## config.mk

```make
export PLATFORM = sky130hd
export DESIGN_NAME = egps_ram
export DESIGN_NICKNAME = d
export VERILOG_FILES = /design/src/rtl/egps_ram.sv
export SDC_FILE = /design/constraint.sdc
export NUM_CORES = 2
export LEC_CHECK = 0
export BUFFER_PORTS_ARGS = -buffer_cell sky130_fd_sc_hd__buf_4
export CAP_MARGIN = 40
export CORE_ASPECT_RATIO = 1.4
export CORE_MARGIN = 8
export CORE_UTILIZATION = 45
export CTS_CLUSTER_DIAMETER = 30
export CTS_CLUSTER_SIZE = 28
export DETAILED_ROUTE_END_ITERATION = 7
export GPL_ROUTABILITY_DRIVEN = 1
export PLACE_DENSITY_LB_ADDON = 0.12
export SLEW_MARGIN = 20
export SYNTH_ARGS = -nofsm -noshare
export SYNTH_HDL_FRONTEND = slang
export SYNTH_SLANG_ARGS = --single-unit
```

## constraint.sdc

```tcl
create_clock -name clk -period 3.55 [get_ports clk]
set_input_delay 0.355 -clock clk [delete_from_list [all_inputs] [get_ports clk]]
set_output_delay 0.355 -clock clk [all_outputs]
set_load 0.02 [all_outputs]
```

## src/rtl/egps_ram.sv

```systemverilog
// Generic single-write, single-read synchronous RAM with registered read.
// No dependencies.
`default_nettype none
module egps_ram #(
	parameter int WIDTH = 8,
	parameter int DEPTH = 256
) (
	input  wire logic                     clk,
	input  wire logic                     we,
	input  wire logic [$clog2(DEPTH)-1:0] waddr,
	input  wire logic [WIDTH-1:0]         wdata,
	input  wire logic [$clog2(DEPTH)-1:0] raddr,
	output logic      [WIDTH-1:0]         rdata
);
	logic [WIDTH-1:0] mem_q [DEPTH];

	always_ff @(posedge clk) begin
		if (we) begin
			mem_q[waddr] <= wdata;
		end
		rdata <= mem_q[raddr];
	end
endmodule
`default_nettype wire

```

==> flow_summary_export.csv <==
group,metric,value,unit
status,status,"finished clean",
yosys,synth_seq_cells,2056,
clock_tree,clk_pin_slew,50,ps
drt,ant_nets,0,
worst_setup_path,criticalPathCategory,"reg -> reg",
worst_setup_path,r2r-end,"rdata[0]$_DFF_P_",
drt,vias,40600,
yosys,synth-edff-count,2048,
worst_hold_path,hold_path.class,"in -> reg",
yosys,synth_cells,3733,
clock_tree,cts_root_buffer,"clkbuf_16",
yosys,ys_types,55,
drt,drt-initial-drc-count,3670,
final_layout,layout.cells.non_filler,6925,
sta,grt_setup_unrepaired,"no",
place,gp_congestion,0.826,
yosys,synth_area,79600,um^2
sta,fmax,372,MHz
grt,grt_pass1_wl,303000,um
power,power.density,632,nW/um^2
sta,hold_viol,0,
worst_setup_path,critPathMaxFanout,1,
power,peakVddDrop,0.472,mV
floorplan,io_pins,34,
power,p_switching,13.5,mW
worst_setup_path,rr_worst_depth,6,
place,dp_cells,6302,
sta,period_share,75.7,%
power,p_int,47.7,mW
worst_setup_path,crit_arrival,3450,ps
clock_tree,cts_tree,"yes",
clock_tree,clock-sinks,2056,
floorplan,die_w,371,um
clock_tree,cts_buffer_depth,4,
final_layout,fin_area,96800,um^2
sta,worst_pin_slew,1130,ps
drt,wl_per_cell,30.5,um
grt,first_global_vias,42100,
sta,slew_headroom,24.9,%
sta,slew_violations,0,
final_layout,final_nets,4392,
worst_setup_path,crit_required,4310,ps
clock_tree,postCtsSetupBuffers,0,
worst_setup_path,path_delay_family,"multiplexers",
worst_setup_path,timing.critical_path.to,"rdata[0]$_DFF_P_",
worst_setup_path,crit_cells,6,
sta,min_period,2690,ps
worst_setup_path,crit_slowest_cell,"nor4_2",
run,maxCapViolations,0,
yosys,synth_ff_type,"edfxtp_1",
worst_hold_path,whs_path_depth,3,
grt,antenna_found_initial,8,
clock_tree,ctsResizeCount,0,
grt,grt-ovfl-total,0,
sta,setup_viol,0,
grt,grt_util_all_layers,22.1,%
yosys,ys_warn_count,0,
worst_setup_path,r2r_slack,860,ps
drt,drc,0,
yosys,synth-seq-area-share,77.5,%
yosys,async_reset_ff_share,0,%
grt,grt_max_degree,121,
floorplan,num_rows,182,
clock_tree,clock_latency,910,ps
place,postPlaceCellArea,85500,um^2
worst_setup_path,path_buf_inv,1,
worst_setup_path,cp_cell_sequence,"mux4_2, mux4_2, nor2b_1, nor4_2, buf_4, nor4_2",
floorplan,die_y,514,um
drt,avgViaCountPerCell,5.86,
worst_setup_path,timing.rr.start,"mem_q[67][0]$_DFFE_PP_",
final_layout,final_common_cell,"edfxtp_1",
yosys,synth_nets,3759,
power,seq_power_share,43.8,%
clock_tree,h-tree-depth,5,
floorplan,die_area,191000,um^2
power,p_comb_share,4.4,%
place,portBuffers,33,
yosys,synth.avg_cell_area,21.3,um^2
power,finalPower,61.2,mW
floorplan,initial_core_util,45.3,%
worst_setup_path,critPathLaunchType,"flip-flop",
final_layout,drive_gt1_share,33.7,%
power,leakage,31.6,nW
final_layout,final_cell_mix,"edfxtp_1 (2048), buf_4 (456), mux4_2 (454), clkbuf_16 (339), nor2_1 (279)",
drt,drtPass1Iterations,6,
sta,clock_skew,64.8,ps
worst_setup_path,cp_slowest_stage_delay,760,ps
drt,finalWirelength,211000,um
final_layout,utilization,55.2,%
worst_setup_path,cp-startpoint,"mem_q[67][0]$_DFFE_PP_",
power,p_sw_share,22.1,%
clock_tree,cts_made_buffers,337,
final_layout,syn_to_final_growth,21.7,%
power,clockPowerShare,51.8,%
worst_setup_path,crit_path_end_kind,"flip-flop",
place,place_hpwl,136000,um
floorplan,coreArea,176000,um^2
final_layout,fillCellCount,13300,
sta,finalSetupTns,0,ps
-- power groups by stage --
stage	Combinational, mW	Sequential, mW	Clock [mW]
CTS	2.70	26.8	32.2
global placement	2.66	27.3	0
detailed placement	2.69	27.3	0
finish	2.67	26.8	31.7
floorplan	1.30	27.3	0
global route	2.81	26.8	33.3
-- cell type report --
cell class	instances	area, um^2	area share, %
diodes	2	5.00	0.00517
clock buffers	363	8590	8.87
clock inverters	233	2500	2.59
inverters	2	7.51	0.00775
multi-input cells	1442	16500	17.1
flip-flops and latches	2056	61700	63.7
well taps	2300	2880	2.97
repair buffers	527	4660	4.81
-- cell families after synthesis --
family	synth area share, %
AO/OA/AOI/OAI	3.42
buffers and inverters	1.83
flip-flops	77.5
multiplexers	14.6
AND/OR/NAND/NOR	2.63
-- worst min-delay path by stage --
stage	from	to	slack [ps]
after CTS	wdata[6]	mem_q[93][6]$_DFFE_PP_	20
after floorplan	wdata[0]	mem_q[0][0]$_DFFE_PP_	450
after global placement	wdata[2]	mem_q[242][2]$_DFFE_PP_	850
after global routing	waddr[1]	mem_q[199][2]$_DFFE_PP_	80
after detailed placement	wdata[2]	mem_q[240][2]$_DFFE_PP_	860
final	waddr[1]	mem_q[203][3]$_DFFE_PP_	100
-- synth_stat cells, types with 3 or more instances --
cell	n	area [um^2]
o221ai_1	46	403
mux2i_1	134	1340
o22a_1	5	43.8
buf_4	27	203
mux4_2	454	10200
buf_1	22	82.6
o21ai_0	10	50.1
buf_2	31	155
a21oi_1	96	480
nand4_1	10	62.6
nand3_1	34	170
dfxtp_1	8	160
buf_8	13	195
or2_2	4	25.0
buf_12	8	160
a22oi_1	133	998
o22ai_1	28	175
and2_1	6	37.5
o32ai_1	4	35.0
clkbuf_1	111	417
o211ai_1	10	75.1
nand2_1	33	124
nor2b_1	31	194
a22o_1	8	70.1
nor4_1	24	150
a221oi_1	13	114
nor2_1	282	1060
nor3_1	22	110
edfxtp_1	2048	61500
nand2b_1	8	50.1
nor4_2	3	37.5
a211oi_1	16	120
buf_6	21	236
-- metrics by stage --
| step | hold WS (ps) | worst slack [ps] |
|---|---|---|
| 2_1_floorplan | 454 | 1260 |
| 4_1_cts | 15.5 | 761 |
| 5_1_grt | 75.2 | 831 |
| 3_3_place_gp | 850 | -576 |
| 3_5_place_dp | 861 | -60.4 |
| 6_report | 96.6 | 863 |
-- sequential cells by signal, indices dropped and copies added, names as in the netlist --
signal and cells:
mem_q 2048, rdata 8
-- per-layer routing --
layer	track usage, %	wire length [um]
met1	28.5	82900
met2	37.3	107000
met3	4.43	13500
met4	7.76	7410
met5	0	35
-- worst reg2reg max path, stage by stage, from the launching register on --
cell      delay, ps
edfxtp_1        370
mux4_2          510
mux4_2          490
nor2b_1         180
nor4_2          760
buf_4           250
nor4_2           40
-- repair_timing --
item / CTS / global route
hold buffers: 6 / 2
endpoints found under the setup margin: 0 / 0
endpoints found under the hold margin: 191 / 9
(Power assumes the default switching activity.)
