--- src/rtl/egps_pkg.sv ---
// Shared constants and codes for the group partition search.
// No dependencies.
`default_nettype none
package egps_pkg;
	localparam int PEOPLE_MAX_DEF  = 12;
	localparam int RATING_BITS_DEF = 8;
	localparam int ROW_TOTAL_W     = 12;
	localparam logic [ROW_TOTAL_W-1:0] ROW_TOTAL_MAX = 12'hFFF;
	localparam int SCORE_W         = 20;
	localparam logic [SCORE_W-1:0] SCORE_MAX = 20'hFFFFF;
	localparam int WEIGHT_W        = 17;
	localparam logic [WEIGHT_W-1:0] WEIGHT_ONE = 17'h10000;
	localparam int PAIR_W          = WEIGHT_W + 1;
	localparam int COUNT_W         = 32;
	localparam int FIELD_W         = 4;
	localparam int FRAC_BITS       = 16;

	localparam logic REG_PEOPLE = 1'b0;
	localparam logic REG_GROUP  = 1'b1;

	localparam logic ACT_LOAD   = 1'b0;
	localparam logic ACT_SEARCH = 1'b1;

	typedef struct packed {
		logic busy;
		logic done;
	} egps_div_stat_t;
endpackage
`default_nettype wire

--- src/rtl/egps_div.sv ---
// Restoring divider, one quotient bit per cycle.
// Depends on egps_pkg for the status struct.
`default_nettype none
module egps_div import egps_pkg::*; #(
	parameter int DW = 24,
	parameter int VW = 12
) (
	input  wire logic          clk,
	input  wire logic          arst_n,
	input  wire logic          start,
	input  wire logic [DW-1:0] dividend,
	input  wire logic [VW-1:0] divisor,
	output egps_div_stat_t     stat,
	output logic      [DW-1:0] quotient
);
	localparam int CW = $clog2(DW + 1);

	logic [VW-1:0] rem_q;
	logic [VW-1:0] dsr_q;
	logic [DW-1:0] quo_q;
	logic [CW-1:0] cnt_q;
	logic          busy_q;
	logic          done_q;
	logic [VW:0]   trial;
	logic          take;

	assign trial = {rem_q, quo_q[DW-1]};
	assign take  = trial >= {1'b0, dsr_q};

	always_ff @(posedge clk or negedge arst_n) begin
		if (!arst_n) begin
			busy_q <= 1'b0;
			done_q <= 1'b0;
			cnt_q  <= '0;
		end else begin
			done_q <= 1'b0;
			if (start) begin
				busy_q <= 1'b1;
				cnt_q  <= CW'(DW);
			end else if (busy_q) begin
				cnt_q <= cnt_q - 1'b1;
				if (cnt_q == CW'(1)) begin
					busy_q <= 1'b0;
					done_q <= 1'b1;
				end
			end
		end
	end

	always_ff @(posedge clk) begin
		if (start) begin
			rem_q <= '0;
			dsr_q <= divisor;
			quo_q <= dividend;
		end else if (busy_q) begin
			rem_q <= take ? VW'(trial - {1'b0, dsr_q}) : trial[VW-1:0];
			quo_q <= {quo_q[DW-2:0], take};
		end
	end

	assign stat.busy = busy_q;
	assign stat.done = done_q;
	assign quotient  = quo_q;
endmodule
`default_nettype wire

--- config.mk ---
export PLATFORM = sky130hd
export DESIGN_NAME = egps_div
export DESIGN_NICKNAME = d
export VERILOG_FILES = /design/src/rtl/egps_pkg.sv /design/src/rtl/egps_div.sv
export SDC_FILE = /design/constraint.sdc
export NUM_CORES = 1
export LEC_CHECK = 0
export BUFFER_PORTS_ARGS = -buffer_cell sky130_fd_sc_hd__buf_2
export CAP_MARGIN = 20
export CORE_MARGIN = 2
export CORE_UTILIZATION = 49
export DETAILED_ROUTE_END_ITERATION = 8
export GPL_ROUTABILITY_DRIVEN = 0
export PLACE_DENSITY_LB_ADDON = 0.25
export SKIP_CTS_REPAIR_TIMING = 1
export SYNTH_ARGS = -nofsm -noshare
export SYNTH_HDL_FRONTEND = slang
export SYNTH_SLANG_ARGS = --single-unit
--- constraint.sdc ---
create_clock -name clk -period 2.3 [get_ports clk]
set_input_delay 0.345 -clock clk [delete_from_list [all_inputs] [get_ports clk]]
set_output_delay 0.345 -clock clk [all_outputs]
set_load 0.1 [all_outputs]
==> results of run 1 <==
## synthesized netlist by cell type, types with 2 or more instances
| cell type | instances | area [sq um] |
|---|---|---|
| a211oi_1 | 9 | 67.6 |
| a211oi_2 | 2 | 25.0 |
| a21o_1 | 2 | 15.0 |
| a21oi_1 | 4 | 20.0 |
| and4_1 | 2 | 17.5 |
| buf_1 | 4 | 15.0 |
| buf_4 | 2 | 15.0 |
| clkbuf_1 | 4 | 15.0 |
| dfrtp_1 | 7 | 175 |
| dfxtp_1 | 12 | 240 |
| edfxtp_1 | 36 | 1080 |
| ha_1 | 14 | 175 |
| inv_1 | 16 | 60.1 |
| mux2_2 | 24 | 270 |
| mux2i_1 | 6 | 60.1 |
| nand2_1 | 13 | 48.8 |
| nand2b_1 | 4 | 25.0 |
| nand3_1 | 4 | 20.0 |
| nor2_1 | 19 | 71.3 |
| nor2b_1 | 2 | 12.5 |
| nor3_1 | 4 | 20.0 |
| o211ai_1 | 2 | 15.0 |
| o21ai_0 | 6 | 30.0 |
| o31a_1 | 2 | 17.5 |
| or2_2 | 2 | 12.5 |
| or3_1 | 3 | 18.8 |
| or3b_2 | 3 | 26.3 |
| xnor2_1 | 9 | 78.8 |
| xor2_1 | 3 | 26.3 |
## metal layers
metal	track usage [%]	up-vias
li1	-	1030
met1	22.9	956
met2	26.0	30
met3	4.11	6
met4	6.10	0
met5	0	-
## worst max path at each step
stage,start,to,slack [ns],cells after the start
floorplan,quotient[23],rem_q[8],-0.20,9
global placement,dsr_q[1],rem_q[0],0.1,8
detailed placement,dsr_q[1],rem_q[0],0.05,8
CTS,dsr_q[1],rem_q[0],0.03,8
global route,dsr_q[1],rem_q[6],0.004,9
finish,dsr_q[1],rem_q[0],0.10,8
## power groups by stage
stage               Sequential, mW  Combinational, mW  Clock (mW)
global route                  1.42               2.14       0.604
detailed placement            1.42               1.88           0
finish                        1.39               1.97       0.550
CTS                           1.40               1.89       0.570
global placement              1.41               1.86           0
floorplan                     1.82               1.15           0
## flip-flops by register name, summed over array words and instances, names as in the netlist
register / flops
quotient: 24
busy_q: 1
rem_q: 12
dsr_q: 12
cnt_q: 5
done_q: 1
## cell families after synthesis
family                   count (synthesis)
multiplexers                            31
adder cells (fa/ha/maj)                 15
XOR/XNOR                                12
flip-flops                              55
AND/OR/NAND/NOR                         63
AO/OA/AOI/OAI                           40
buffers and inverters                   29
## stage by stage
step / util [%] / cell area, sq um
global route: 59.6 / 3490
global placement: 57.4 / 3360
floorplan: - / 2960
CTS: 59.0 / 3450
detailed placement: 57.4 / 3360
finish: 59.6 / 3490
## cell type report
type	count	area, sq um	area share [%]
clock buffer	5	68.8	1.97
sequential	55	1500	42.9
timing repair buffer	72	399	11.4
multi-input combinational	161	1350	38.5
clock inverter	3	22.5	0.645
tap	75	93.8	2.69
inverter	17	63.8	1.83
## critical path: cells and delay by family (launching register included)
kind            cells  cell delay [ns]
fa+ha+maj           1             0.23
flops               1             0.43
buf+inv             1             0.08
simple gates        1             0.13
compound gates      4             0.91
mux                 1             0.35
==> impl_metrics.csv, run 1 <==
group,metric,value,unit
logic_synthesis,yosys.area_share.adder,6.66,%
pwr,pwr-share-seq,35.6,%
route,drtIter0Drc,84,
logic_synthesis,ys.flop_type,"edfxtp_1",
pwr,clockPowerShare,14.1,%
sta,rsz0062_at_grt,"yes",
clock_tree,cts_buffer_depth,2,
worst_setup_path,critPathSlowestCell,"edfxtp_1",
logic_synthesis,seq_area_frac_synth,51.0,%
floorplanning,die_x,81.4,microns
logic_synthesis,synth-compound-area-share,11.2,%
placed_design,port_buffers,64,
worst_setup_path,critPathArrivalTime,2.44,ns
route,wl_per_cell,13.5,microns
route,drt_wl_total,5240,microns
job,drv_cap,0,
worst_setup_path,critPathLaunchType,"register",
global_routing,overflow,0,
sta,maxSlewViolCount,0,
route,routed_via_density,5.21,
clock_tree,insertion_delay,0.32,ns
worst_setup_path,rrSetupSlack,0.10,ns
route,num_vias,2022,
global_routing,grtUsageTotal,16.8,%
floorplanning,rows,28,
sta,finalHoldViolCount,0,
logic_synthesis,synthSimpleGateAreaFrac,11.4,%
logic_synthesis,synth_xor_area_share,3.59,%
pwr,ir_drop,836,uV
worst_setup_path,path_class,"reg -> reg",
route,post-route-drc-count,0,
worst_setup_path,reg2reg_to,"rem_q[0]",
sta,relSlewSlack,61.5,%
final_layout,diodes,0,
worst_setup_path,crit_chain,"inv_1 > ha_1 > nor2b_4 > o31a_4 > o31ai_4 > o211ai_4 > mux2_4 > a211oi_2",
route,firstDrtPassIters,4,
floorplanning,core,0.00585,sq mm
clock_tree,htree_levels,2,
logic_synthesis,synth_area,0.00293,sq mm
floorplanning,start_util,50.1,%
final_layout,final_common_cell,"buf_2",
final_layout,area_delta_synth_final,19.0,%
logic_synthesis,synth_area_per_cell,12.0,sq um
global_routing,grt_pass1_wl,8540,microns
sta,clock.fmax,455,MHz
worst_setup_path,timing.rr.start,"dsr_q[1]",
logic_synthesis,synth_mux_area_share,11.8,%
min_path,hold_start,"divisor[3]",
outcome,outcome,"finished, final reports clean",
logic_synthesis,synth_edf_count,36,
min_path,min_to,"dsr_q[3]",
logic_synthesis,ys_async_sr_fraction,12.7,%
placed_design,hpwlAfterDp,3860,microns
final_layout,layout_common_cells,"buf_2, edfxtp_1, mux2_2, nor2_1, inv_1",
logic_synthesis,syn_nets,299,
worst_setup_path,reg2regPathDepth,8,
sta,tns,0,ns
logic_synthesis,ys.warnings.count,0,
placed_design,dp.cells,378,
logic_synthesis,synth_cell_types,54,
sta,hold-worst-slack,0.200,ns
logic_synthesis,syn_inst,245,
sta,fin_crit,2.20,ns
pwr,combinationalPowerShare,50.4,%
floorplanning,dieArea,0.00662,sq mm
route,routed-wl-met3,195,microns
route,top_layer,"met4",
global_routing,grt_max_degree,25,
clock_tree,cts_tree,"built",
pwr,p_total,3.92,mW
logic_synthesis,synth_top_family_by_area,"multiplexers",
final_layout,stdcell_count,388,
global_routing,first_global_vias,1930,
floorplanning,die_h,81.4,microns
worst_setup_path,crit_path_max_incr_delay,0.43,ns
pwr,power.internal,2.27,mW
route,wl_met2,2480,microns
sta,layout_setup_ws,0.102,ns
final_layout,fillers,492,
clock_tree,clock_sinks,55,
sta,fin_crit_sh,95.5,%
global_routing,antenna_found_initial,0,
clock_tree,path_clk_slew,0.10,ns
clock_tree,numCtsBuffers,5,
placed_design,place_ws,0.0535,ns
pwr,leakagePower,1.46,nW
pwr,p_sw_share,42.0,%
logic_synthesis,ys_seq_elements,55,
final_layout,nets,366,
sta,tightestPinTransition,0.578,ns
pwr,powerDensity,1120,mW/mm^2
final_layout,drive_above_1_share,39.6,%
sta,finalSetupViolations,0,
worst_setup_path,cp-end-kind,"register",
sta,clock_skew,0.0125,ns
worst_setup_path,cp_max_fo,10,
min_path,min_path_cells,1,
route,detail-route-antenna-nets,0,
floorplanning,num_io_pins,65,
clock_tree,cts-root-buf,"clkbuf_8",
min_path,min_path_type,"in -> reg",
worst_setup_path,crit_required,2.54,ns
route,wl_met1,2480,microns
pwr,p_switching,1.65,mW
Note: power is estimated with default switching activity, not from simulation.
==> run 2: changes to the inputs <==
--- a/config.mk
+++ b/config.mk
@@ -7,6 +7,7 @@
 export LEC_CHECK = 0
 export BUFFER_PORTS_ARGS = -buffer_cell sky130_fd_sc_hd__buf_2
 export CAP_MARGIN = 20
+export CORE_ASPECT_RATIO = 1.5
 export CORE_MARGIN = 2
 export CORE_UTILIZATION = 49
 export DETAILED_ROUTE_END_ITERATION = 8
==> impl_metrics.csv, run 2 (synthesis gave the netlist of run 1 again) <==
group,metric,value,unit
worst_setup_path,critPathSlowestCell,"o41ai_1",
placed_design,place_ws,0.109,ns
floorplanning,die_x,67.2,microns
worst_setup_path,reg2regPathDepth,8,
pwr,ir_drop,691,uV
worst_setup_path,cp_max_fo,4,
global_routing,grt_pass1_wl,9430,microns
job,drv_cap,0,
global_routing,grtUsageTotal,18.4,%
final_layout,seqCellArea,0.00150,sq mm
floorplanning,start_util,50.7,%
pwr,leakagePower,1.49,nW
floorplanning,num_io_pins,65,
route,drtIter0Drc,95,
worst_setup_path,path_class,"reg -> reg",
floorplanning,dieArea,0.00663,sq mm
clock_tree,cts_tree,"built",
final_layout,drive_above_1_share,40.3,%
min_path,min_path_type,"in -> reg",
sta,finalSetupViolations,0,
sta,rsz0062_at_grt,"yes",
clock_tree,cts_buffer_depth,2,
floorplanning,die_h,98.7,microns
final_layout,fillers,510,
final_layout,nets,373,
route,wl_per_cell,14.3,microns
clock_tree,insertion_delay,0.30,ns
route,post-route-drc-count,0,
global_routing,antenna_found_initial,0,
global_routing,first_global_vias,2100,
clock_tree,path_clk_slew,0.10,ns
floorplanning,rows,34,
final_layout,multiInputGateArea,0.00134,sq mm
sta,maxSlewViolCount,0,
final_layout,largest_register_ffs,24,
min_path,min_path_cells,1,
clock_tree,numCtsBuffers,5,
sta,finalHoldViolCount,0,
worst_setup_path,critPathArrivalTime,2.46,ns
placed_design,dp.cells,380,
route,drt_wl_total,5590,microns
outcome,outcome,"finished, final reports clean",
worst_setup_path,cp-end-kind,"register",
sta,hold-worst-slack,0.207,ns
worst_setup_path,critPathLaunchType,"register",
sta,fin_crit_sh,97.0,%
floorplanning,core,0.00579,sq mm
clock_tree,cts-root-buf,"clkbuf_8",
clock_tree,htree_levels,2,
pwr,p_total,3.92,mW
final_layout,final_common_cell,"buf_2",
final_layout,diodes,0,
route,num_vias,2075,
worst_setup_path,crit_required,2.53,ns
final_layout,stdcell_count,392,
worst_setup_path,crit_path_max_incr_delay,0.53,ns
final_layout,layout_common_cells,"buf_2, edfxtp_1, mux2_2, nor2_1, inv_1",
sta,relSlewSlack,60.2,%
global_routing,overflow,0,
route,routed_via_density,5.29,
route,firstDrtPassIters,4,
clock_tree,clock_sinks,55,
worst_setup_path,rrSetupSlack,0.07,ns
worst_setup_path,crit_chain,"inv_1 > ha_1 > nor2b_4 > o31a_4 > o41ai_1 > xnor2_1 > mux2i_1 > a211oi_1",
sta,tightestPinTransition,0.582,ns
sta,fin_crit,2.23,ns
placed_design,port_buffers,64,
sta,clock.fmax,448,MHz
route,detail-route-antenna-nets,0,
final_layout,area_delta_synth_final,19.7,%
sta,clock_skew,0.00425,ns
pwr,powerDensity,1120,mW/mm^2
final_layout,final_core_utilization,60.7,%
sta,layout_setup_ws,0.0694,ns
placed_design,hpwlAfterDp,4180,microns
global_routing,grt_max_degree,25,
## run 2: cell types whose count changed in the layout (fill, tap and decap cells not counted), sizes merged
cell      delta
buf          +7
clkinvlp     +1
inv          -1
clkinv       -1
clkbuf       +1
## run 2: path summary, 6_finish.rpt
kind                                 start       end
worst max-delay path              dsr_q[1]  rem_q[7]
worst min register to register    rem_q[4]  rem_q[4]
min in group asynchronous           arst_n  cnt_q[3]
max in group asynchronous           arst_n  cnt_q[0]
worst min-delay path            divisor[7]  dsr_q[7]
worst max register to register    dsr_q[1]  rem_q[7]
## run 2: power by group
group | total, mW | internal (mW) | switching [mW]
Combinational | 2.00 | 0.796 | 1.21
Clock | 0.526 | 0.214 | 0.312
Sequential | 1.40 | 1.26 | 0.132
## run 2: routing by layer
metal	track usage [%]	wire, microns	vias up
li1	-	-	1038
met1	22.0	2300	972
met2	30.8	2870	55
met3	3.88	259	10
met4	8.95	167	0
met5	0	0	-
## run 2: critical path: cells and delay by family, from the launching register on
kind            cells  cell delay (ns)
compound gates      3             1.02
flops               1             0.40
fa+ha+maj           1             0.24
xor+xnor            1             0.19
simple gates        1             0.14
mux                 1             0.09
buf+inv             1             0.07
## run 2: layout make-up
cell class              count  share of cell area, %
inverters                  17                   1.82
flip-flops and latches     55                   42.6
multi-input cells         161                   38.1
well taps                  72                   2.57
clock buffers               6                   2.07
repair buffers             79                   12.4
clock inverters             2                  0.357
## run 2: stage by stage
stage / setup TNS (ns) / area (sq um)
CTS: 0 / 3480
finish: 0 / 3510
detailed placement: 0 / 3390
global placement: 0 / 3390
global route: -0.122 / 3510
floorplan: -0.992 / 2960
